## config.mk

```make
export PLATFORM = sky130hd
export DESIGN_NAME = arrival_order_spacing_scheduler
export DESIGN_NICKNAME = d
export VERILOG_FILES = /design/src/rtl/aoss_pkg.sv /design/src/rtl/aoss_sched.sv /design/src/rtl/arrival_order_spacing_scheduler.sv
export VERILOG_INCLUDE_DIRS = /design/src /design/src/rtl
export SDC_FILE = /design/constraint.sdc
export NUM_CORES = 1
export LEC_CHECK = 0
export BUFFER_PORTS_ARGS = -buffer_cell sky130_fd_sc_hd__clkbuf_2
export CAP_MARGIN = 20
export CORE_MARGIN = 2
export CORE_UTILIZATION = 61
export CTS_BUF_LIST = sky130_fd_sc_hd__clkbuf_4 sky130_fd_sc_hd__clkbuf_8
export DETAILED_ROUTE_END_ITERATION = 12
export HOLD_SLACK_MARGIN = 0.05
export PLACE_DENSITY = 0.83
export SLEW_MARGIN = 20
export SYNTH_ARGS = -nofsm -noshare
export SYNTH_HDL_FRONTEND = slang
export SYNTH_HIERARCHICAL = 1
export SYNTH_SLANG_ARGS = --single-unit
```

## constraint.sdc

```tcl
create_clock -name clk -period 10.3 [get_ports clk]
set_clock_uncertainty 0.15 [all_clocks]
set_input_delay 0.515 -clock clk [delete_from_list [all_inputs] [get_ports clk]]
set_output_delay 0.515 -clock clk [all_outputs]
set_load 0.01 [all_outputs]
```

## src/rtl/arrival_order_spacing_scheduler_defines.svh

```systemverilog
// Assertion macros shared by the arrival-order spacing scheduler RTL.
`ifndef ARRIVAL_ORDER_SPACING_SCHEDULER_DEFINES_SVH
`define ARRIVAL_ORDER_SPACING_SCHEDULER_DEFINES_SVH

// Same-cycle implication, sampled on clk and disabled while rst is high.
`define AOSS_ASSERT_NOW(label, ante, cons) \
  label: assert property (@(posedge clk) disable iff (rst) (ante) |-> (cons)) \
    else $error("aoss same-cycle check failed");

// Next-cycle implication, sampled on clk and disabled while rst is high.
`define AOSS_ASSERT_NEXT(label, ante, cons) \
  label: assert property (@(posedge clk) disable iff (rst) (ante) |=> (cons)) \
    else $error("aoss next-cycle check failed");

`endif

```

## src/rtl/aoss_pkg.sv

```systemverilog
// Types and constants shared by the arrival-order spacing scheduler.
package aoss_pkg;

  localparam int CP_W     = 16;
  localparam int GROUP_W  = 6;
  localparam int TIME_W   = 63;
  localparam int SEQ_W    = 6;
  localparam int ORDER_W  = 7;
  localparam int GCOUNT_W = 7;
  localparam int SPACE_W  = 40;

  localparam logic [TIME_W-1:0] TIME_MAX = {TIME_W{1'b1}};

  // Configuration register indexes.
  localparam logic CFG_GROUP_COUNT = 1'b0;
  localparam logic CFG_MIN_GAP     = 1'b1;

  typedef enum logic [1:0] {
    ST_GRANTED = 2'd0,
    ST_INVALID = 2'd1,
    ST_DOUBLE  = 2'd2
  } status_t;

  // One reservation request.
  typedef struct packed {
    logic [TIME_W-1:0]  arrival_time;
    logic [GROUP_W-1:0] group;
    logic [CP_W-1:0]    checkpoint;
  } req_t;

  // One result item.
  typedef struct packed {
    logic [TIME_W-1:0] wait_time;
    logic [SEQ_W-1:0]  sequence_res;
    logic [TIME_W-1:0] scheduled_time;
    status_t           status;
  } res_t;

  // Round state as seen by the current request, after any round restart.
  typedef struct packed {
    logic               seen;
    logic               last_valid;
    logic [TIME_W-1:0]  last_start;
    logic [ORDER_W-1:0] next_order;
  } round_view_t;

endpackage

```

## src/rtl/aoss_sched.sv

```systemverilog
// Grant decision and start-time computation for one reservation request.
module aoss_sched (
  input  aoss_pkg::req_t                    req,
  input  logic                              group_ok,
  input  aoss_pkg::round_view_t             view,
  input  logic [aoss_pkg::SPACE_W-1:0]      min_gap,
  output aoss_pkg::res_t                    res,
  output logic                              grant
);
  import aoss_pkg::*;

  logic [TIME_W:0]   earliest_sum;
  logic [TIME_W-1:0] earliest;
  logic [TIME_W-1:0] sched;

  // Earliest slot after the previous grant, saturated at the largest time.
  always_comb begin
    earliest_sum = {1'b0, view.last_start} + {{(TIME_W + 1 - SPACE_W){1'b0}}, min_gap};
    earliest     = earliest_sum[TIME_W] ? TIME_MAX : earliest_sum[TIME_W-1:0];
    if (!view.last_valid) begin
      sched = req.arrival_time;
    end else begin
      sched = (req.arrival_time > earliest) ? req.arrival_time : earliest;
    end
  end

  // Status and result fields; rejected requests carry zeros.
  always_comb begin
    res   = '0;
    grant = 1'b0;
    priority if (!group_ok) begin
      res.status = ST_INVALID;
    end else if (view.seen) begin
      res.status = ST_DOUBLE;
    end else begin
      grant              = 1'b1;
      res.status         = ST_GRANTED;
      res.scheduled_time = sched;
      res.sequence_res   = view.next_order[SEQ_W-1:0];
      res.wait_time      = sched - req.arrival_time;
    end
  end

endmodule

```

## src/rtl/arrival_order_spacing_scheduler.sv

```systemverilog
// Requests pass the input stage register, then the result register when it can take data.
// Throughput: one request per cycle unless m_tready stalls; the round state (seen map,
// order counter, last start) is read and updated as a request leaves the input stage.
// Reset: synchronous rst clears the round, the seen map and both stream stages,
// and loads group_count with 64 and min_gap with 0.
module arrival_order_spacing_scheduler #(
  parameter int MAX_GROUPS = 64
) (
  input  logic                           clk,
  input  logic                           rst,
  // Request stream.
  input  logic                           s_tvalid,
  output logic                           s_tready,
  // [15:0] checkpoint, [21:16] group, [84:22] arrival_time, [87:85] zero
  input  logic [87:0]                    s_tdata,
  // Result stream.
  output logic                           m_tvalid,
  input  logic                           m_tready,
  // [1:0] status, [64:2] scheduled_time, [70:65] sequence_res, [133:71] wait_time,
  // [135:134] zero
  output logic [135:0]                   m_tdata,
  // Configuration write channel.
  input  logic                           cfg_valid,
  output logic                           cfg_ready,
  input  logic                           cfg_index,
  input  logic [aoss_pkg::SPACE_W-1:0]   cfg_data
);
  import aoss_pkg::*;

  `include "arrival_order_spacing_scheduler_defines.svh"

  localparam int GW = (MAX_GROUPS > 1) ? $clog2(MAX_GROUPS) : 1;

  // Configuration registers.
  logic [GCOUNT_W-1:0] group_count;
  logic [SPACE_W-1:0]  min_gap;

  // Input and result stages.
  logic        in_valid;
  req_t        in_req;
  logic        out_valid;
  res_t        out_res;
  logic        advance;

  // Round state.
  logic [MAX_GROUPS-1:0] seen_map;
  logic                  round_valid;
  logic [CP_W-1:0]       round_id;
  logic [ORDER_W-1:0]    next_order;
  logic [TIME_W-1:0]     last_start;
  logic                  last_valid;

  logic              group_ok;
  logic              new_round;
  logic [GW+GROUP_W-1:0] grp_ext;
  logic [GW-1:0]     grp_idx;
  round_view_t       view;
  res_t              res;
  logic              grant;
  logic              update;

  // Stage handshakes: the pipeline moves when the result register can take data.
  assign advance   = !out_valid || m_tready;
  assign s_tready  = !in_valid || advance;
  assign m_tvalid  = out_valid;
  assign cfg_ready = 1'b1;

  assign m_tdata = {2'b00, out_res.wait_time, out_res.sequence_res,
                    out_res.scheduled_time, out_res.status};

  // Group range check and round lookup for the request in the input stage.
  always_comb begin
    grp_ext   = {{GW{1'b0}}, in_req.group};
    grp_idx   = grp_ext[GW-1:0];
    group_ok  = ({1'b0, in_req.group} < group_count) &&
                ({{(32 - GROUP_W){1'b0}}, in_req.group} < 32'(MAX_GROUPS));
    new_round = !round_valid || (round_id != in_req.checkpoint);
    view.seen       = new_round ? 1'b0 : seen_map[grp_idx];
    view.last_valid = new_round ? 1'b0 : last_valid;
    view.last_start = last_start;
    view.next_order = new_round ? '0 : next_order;
  end

  aoss_sched u_sched (
    .req        (in_req),
    .group_ok   (group_ok),
    .view       (view),
    .min_gap    (min_gap),
    .res        (res),
    .grant      (grant)
  );

  assign update = in_valid && advance && grant;

  // Configuration writes.
  always_ff @(posedge clk) begin
    if (rst) begin
      group_count <= GCOUNT_W'(64);
      min_gap     <= '0;
    end else if (cfg_valid) begin
      unique case (cfg_index)
        CFG_GROUP_COUNT: group_count <= cfg_data[GCOUNT_W-1:0];
        CFG_MIN_GAP:     min_gap     <= cfg_data;
      endcase
    end
  end

  // Input stage register.
  always_ff @(posedge clk) begin
    if (rst) begin
      in_valid <= 1'b0;
    end else if (s_tready) begin
      in_valid <= s_tvalid;
    end
    if (s_tready && s_tvalid) begin
      in_req <= req_t'(s_tdata[84:0]);
    end
  end

  // Result stage register.
  always_ff @(posedge clk) begin
    if (rst) begin
      out_valid <= 1'b0;
    end else if (advance) begin
      out_valid <= in_valid;
    end
    if (advance && in_valid) begin
      out_res <= res;
    end
  end

  // Round state update on a grant; a new round clears the map first.
  always_ff @(posedge clk) begin
    if (rst) begin
      seen_map    <= '0;
      round_valid <= 1'b0;
      round_id    <= '0;
      next_order  <= '0;
      last_start  <= '0;
      last_valid  <= 1'b0;
    end else if (update) begin
      for (int i = 0; i < MAX_GROUPS; i++) begin
        seen_map[i] <= (new_round ? 1'b0 : seen_map[i]) || (grp_idx == GW'(i));
      end
      round_valid <= 1'b1;
      round_id    <= in_req.checkpoint;
      next_order  <= view.next_order + ORDER_W'(1);
      last_start  <= res.scheduled_time;
      last_valid  <= 1'b1;
    end
  end

  // Checks on this block's own logic.
  `AOSS_ASSERT_NOW(a_reject_zero, m_tvalid && (out_res.status != ST_GRANTED),
    (out_res.scheduled_time == '0) && (out_res.sequence_res == '0) && (out_res.wait_time == '0))
  `AOSS_ASSERT_NOW(a_delay_bound, m_tvalid && (out_res.status == ST_GRANTED),
    out_res.wait_time <= out_res.scheduled_time)
  `AOSS_ASSERT_NEXT(a_grant_sets_round, update, round_valid && last_valid && (seen_map != '0))
  `AOSS_ASSERT_NOW(a_order_bound, 1'b1, next_order <= ORDER_W'(64))
  `AOSS_ASSERT_NOW(a_stall_blocks_input, in_valid && !advance, !s_tready)

endmodule
```

==> results.tsv, run 1 <==
metric	value	unit
status	finished clean	
die_area	41800	um2
arrival	9910	ps
hold_viol_final	0	
postRouteAntennaNets	0	
p_total	4.20	mW
first_iter_violations	2057	
crit_slowest_cell	or4_4	
powerDensity	147	nW/um2
grt_pass1_vias	20692	
cts_num_sinks	418	
fin_tns_setup	0	ps
detailed_place_hpwl	53.1	mm
ir_worst_vdd	0.135	mV
rsz0062_at_grt	no	
fp.coreArea	39700	um2
cp-end-kind	flip-flop	
dp.cells	3340	
fmax	0.104	GHz
drive_gt1_frac	0.150	
clk_pin_slew	70	ps
path_class	flip-flop to flip-flop	
cts_max_path_buffers	3	
insertion_delay	650	ps
grtUsageTotal	0.351	
antenna_found_initial	0	
initial_core_util	0.617	
h-tree-depth	3	
gp_routability_congestion	0.976	
die_x	204	um
io_pins	273	
post_cts_buffers	0	
grt_pass1_wl	114	mm
cts_buffers	70	
slowest_delay	640	ps
startpoint_type	flip-flop	
worst_pin_slew	1080	ps
finalWirelength	74.1	mm
final_common_cell	nand2_1	
grt_max_degree	102	
row_count	73	
slew_violations	0	
nNetsFinal	3321	
synth_area	24500	um2
period_share	0.936	
grt-ovfl-total	0	
syn_inst	2676	
cp_max_fo	49	
vias	21935	
cts_tree	yes	
yosysWarnings	6	
setup_viol	0	
synthToLayoutAreaGrowth	17.0	%
hold_class	input pin to flip-flop	
die_height	204	um
final_cell_mix	nand2_1, a21oi_1, clkbuf_2	
p_leak	12.0	nW
wl_per_cell	20.6	um
via_per_inst	6.10	
period_needed	9640	ps
drc_errors	0	
crit_required	10560	ps
relSlewSlack	0.280	
cap_violations	0	
final_cells	3593	
clock-root-buffer	clkbuf_8	
drtPass1Iterations	5	
numPortBuffers	266	
postSynthAreaPerCell	9.16	um2
n_antenna_cell	0	
[path summary, 6_finish.rpt]
check	from	endpoint	slack [ps]	cells past startpoint
hold reg to reg	min_gap[25]	min_gap[25]	310	2
setup / recovery	min_gap[0]	m_tdata[131]	660	34
setup reg to reg	min_gap[0]	m_tdata[131]	660	34
hold / removal	cfg_data[39]	min_gap[39]	90	3
[report_power, final]
part	leakage (nW)	switching, mW	internal [mW]
Sequential	3.71	0.0630	1.86
Combinational	7.57	0.465	0.300
Clock	0.758	0.692	0.822
[per-stage QoR]
stage	hold slack (ps)	setup WS, ps	area, um2	utilization
2_1_floorplan	285	2460	24500	-
3_3_place_gp	296	1180	26000	0.653
3_5_place_dp	303	1050	26000	0.653
4_1_cts	57.8	951	28700	0.721
5_1_grt	66.0	235	28700	0.722
6_report	89.3	655	28700	0.722
[worst max-delay path, delay by kind of cell, from the launching register on]
kind / cells / cell delay [ps]
flip-flops: 1 / 330
AND/OR/NAND/NOR: 10 / 2370
adder cells (fa/ha/maj): 5 / 1620
buffers and inverters: 3 / 720
multiplexers: 1 / 370
AO/OA/AOI/OAI: 14 / 3660
XOR/XNOR: 1 / 160
[sequential cells by signal, summed over array words and instances, names as in the netlist]
signal	count
next_order	6
in_valid	1
round_id	16
group_count	7
in_req	79
last_valid	1
m_tdata	134
seen_map	64
m_tvalid	1
grp_idx	6
min_gap	40
last_start	63
[repair_timing]
action | CTS | global route
resized for setup | 0 | 0
hold buffers | 126 | 0
endpoints found under the hold margin | 133 | 0
[area by class of cell]
cell class	count	area [um2]
multi-input combinational	1983	12800
timing repair buffer	413	2760
clock inverter	22	160
tap	525	657
inverter	128	480
sequential	418	10600
fill	2888	11100
clock buffer	104	1270
[per-layer routing]
metal	vias up	routed length, um	part of all wire	track usage
li1	10273	-	-	-
met1	10351	32000	0.43	0.508
met2	1153	32500	0.44	0.533
met3	158	7150	0.096	0.0585
met4	0	2470	0.033	0.125
met5	-	0	0	0
Power figures use the tool's default switching activity.
==> inputs of run 2 (changes only) <==
- CORE_UTILIZATION: 61 -> 56
- PLACE_DENSITY: 0.83 -> 0.77
==> results.tsv, run 2 (synthesis results as in run 1) <==
metric	value	unit
finalWirelength	74.0	mm
status	finished clean	
relSlewSlack	0.312	
period_share	0.937	
crit_slowest_cell	or4_1	
first_iter_violations	1967	
final_cell_mix	nand2_1, a21oi_1, clkbuf_2	
cts_num_sinks	418	
postRouteAntennaNets	0	
dpl-instance-area	26000	um2
die_area	45500	um2
grtUsageTotal	0.321	
powerDensity	149	nW/um2
cts_buffers	73	
hold_viol_final	0	
rsz0062_at_grt	no	
grt-ovfl-total	0	
drive_gt1_frac	0.151	
insertion_delay	700	ps
path_class	flip-flop to flip-flop	
n_antenna_cell	0	
antenna_found_initial	0	
h-tree-depth	3	
grt_pass1_vias	20040	
crit_required	10520	ps
dp.cells	3400	
final_cells	3664	
drc_errors	0	
clock-root-buffer	clkbuf_8	
fmax	0.104	GHz
row_count	76	
wl_per_cell	20.2	um
num-fill-cells	3533	
setup_viol	0	
synthToLayoutAreaGrowth	18.0	%
initial_core_util	0.568	
cts_tree	yes	
cts_max_path_buffers	3	
period_needed	9650	ps
fin_tns_setup	0	ps
hold_class	input pin to flip-flop	
slew_violations	0	
worst_pin_slew	1030	ps
die_x	213	um
arrival	9860	ps
p_leak	12.1	nW
cp_max_fo	59	
cp-end-kind	flip-flop	
die_height	213	um
post_cts_buffers	0	
cap_violations	0	
final_common_cell	nand2_1	
numPortBuffers	266	
ctsHoldBuffers	128	
ir_worst_vdd	0.117	mV
fp.coreArea	43200	um2
clk_pin_slew	60	ps
slowest_delay	620	ps
io_pins	273	
post-route-util	0.670	
vias	21650	
nNetsFinal	3326	
largest_reg_flops	134	
cts_resized	0	
grt_pass1_wl	112	mm
startpoint_type	flip-flop	
regArea	10600	um2
grt_max_degree	90	
final_area	28900	um2
gp_routability_congestion	0.962	
drtPass1Iterations	6	
multi_input_area	12800	um2
detailed_place_hpwl	53.7	mm
via_per_inst	5.91	
## run 2: cell types whose count changed in the layout (fill, tap and decap cells not counted), moves of 2 or more
| cell | delta |
|---|---|
| clkinv_1 | +6 |
| bufinv_16 | +2 |
| inv_12 | +3 |
| clkbuf_8 | +3 |
| inv_6 | -2 |
| clkbuf_4 | -6 |
| clkinvlp_4 | -2 |
| clkinv_2 | +4 |
| dlygate4sd3_1 | +2 |
## run 2: area by class of cell
class / count / share of cell area
timing repair buffer: 415 / 0.0963
inverter: 128 / 0.0166
tap: 585 / 0.0253
clock inverter: 34 / 0.0101
sequential: 418 / 0.365
multi-input combinational: 1983 / 0.443
clock buffer: 101 / 0.0437
## run 2: metal layers
| metal | track usage | part of all wire | wire (um) | vias to the layer above |
|---|---|---|---|---|
| li1 | - | - | - | 10264 |
| met1 | 0.474 | 0.46 | 33800 | 10257 |
| met2 | 0.477 | 0.43 | 31800 | 999 |
| met3 | 0.0563 | 0.083 | 6140 | 130 |
| met4 | 0.104 | 0.031 | 2260 | 0 |
| met5 | 0 | 0 | 0 | - |
## run 2: power breakdown
part           switching, mW  leakage [nW]  internal [mW]
clock                  0.729         0.823          0.890
combinational          0.461          7.59          0.299
sequential            0.0645          3.71           1.86
total                   1.25          12.1           3.05
## run 2: stage by stage
step | worst slack (ps) | hold WS [ps] | total power [mW]
after detailed placement | 899 | 305 | 2.66
after global placement | 1130 | 296 | 2.64
after global routing | 131 | 186 | 4.49
after CTS | 853 | 110 | 4.32
final | 653 | 153 | 4.30
after floorplan | 2460 | 285 | 2.43
## run 2: path summary, 6_finish.rpt
path                                     start              to  slack [ps]  cells past startpoint
worst max-delay path                min_gap[0]    m_tdata[131]         650                     31
worst min-delay path                       rst        m_tvalid         150                      2
worst max register to register      min_gap[0]    m_tdata[131]         650                     31
worst min register to register  last_start[28]  last_start[28]         310                      2
## run 2: worst max-delay path: cells and delay by family (launching register included)
| kind | cells | cell delay (ps) |
|---|---|---|
| and+or+nand+nor | 12 | 3530 |
| AOI/OAI and AO/OA | 13 | 3660 |
| DFF | 1 | 320 |
| xor gates and xnor gates | 1 | 170 |
| adders and majority gates | 4 | 1410 |
| buffers and inverters | 1 | 100 |
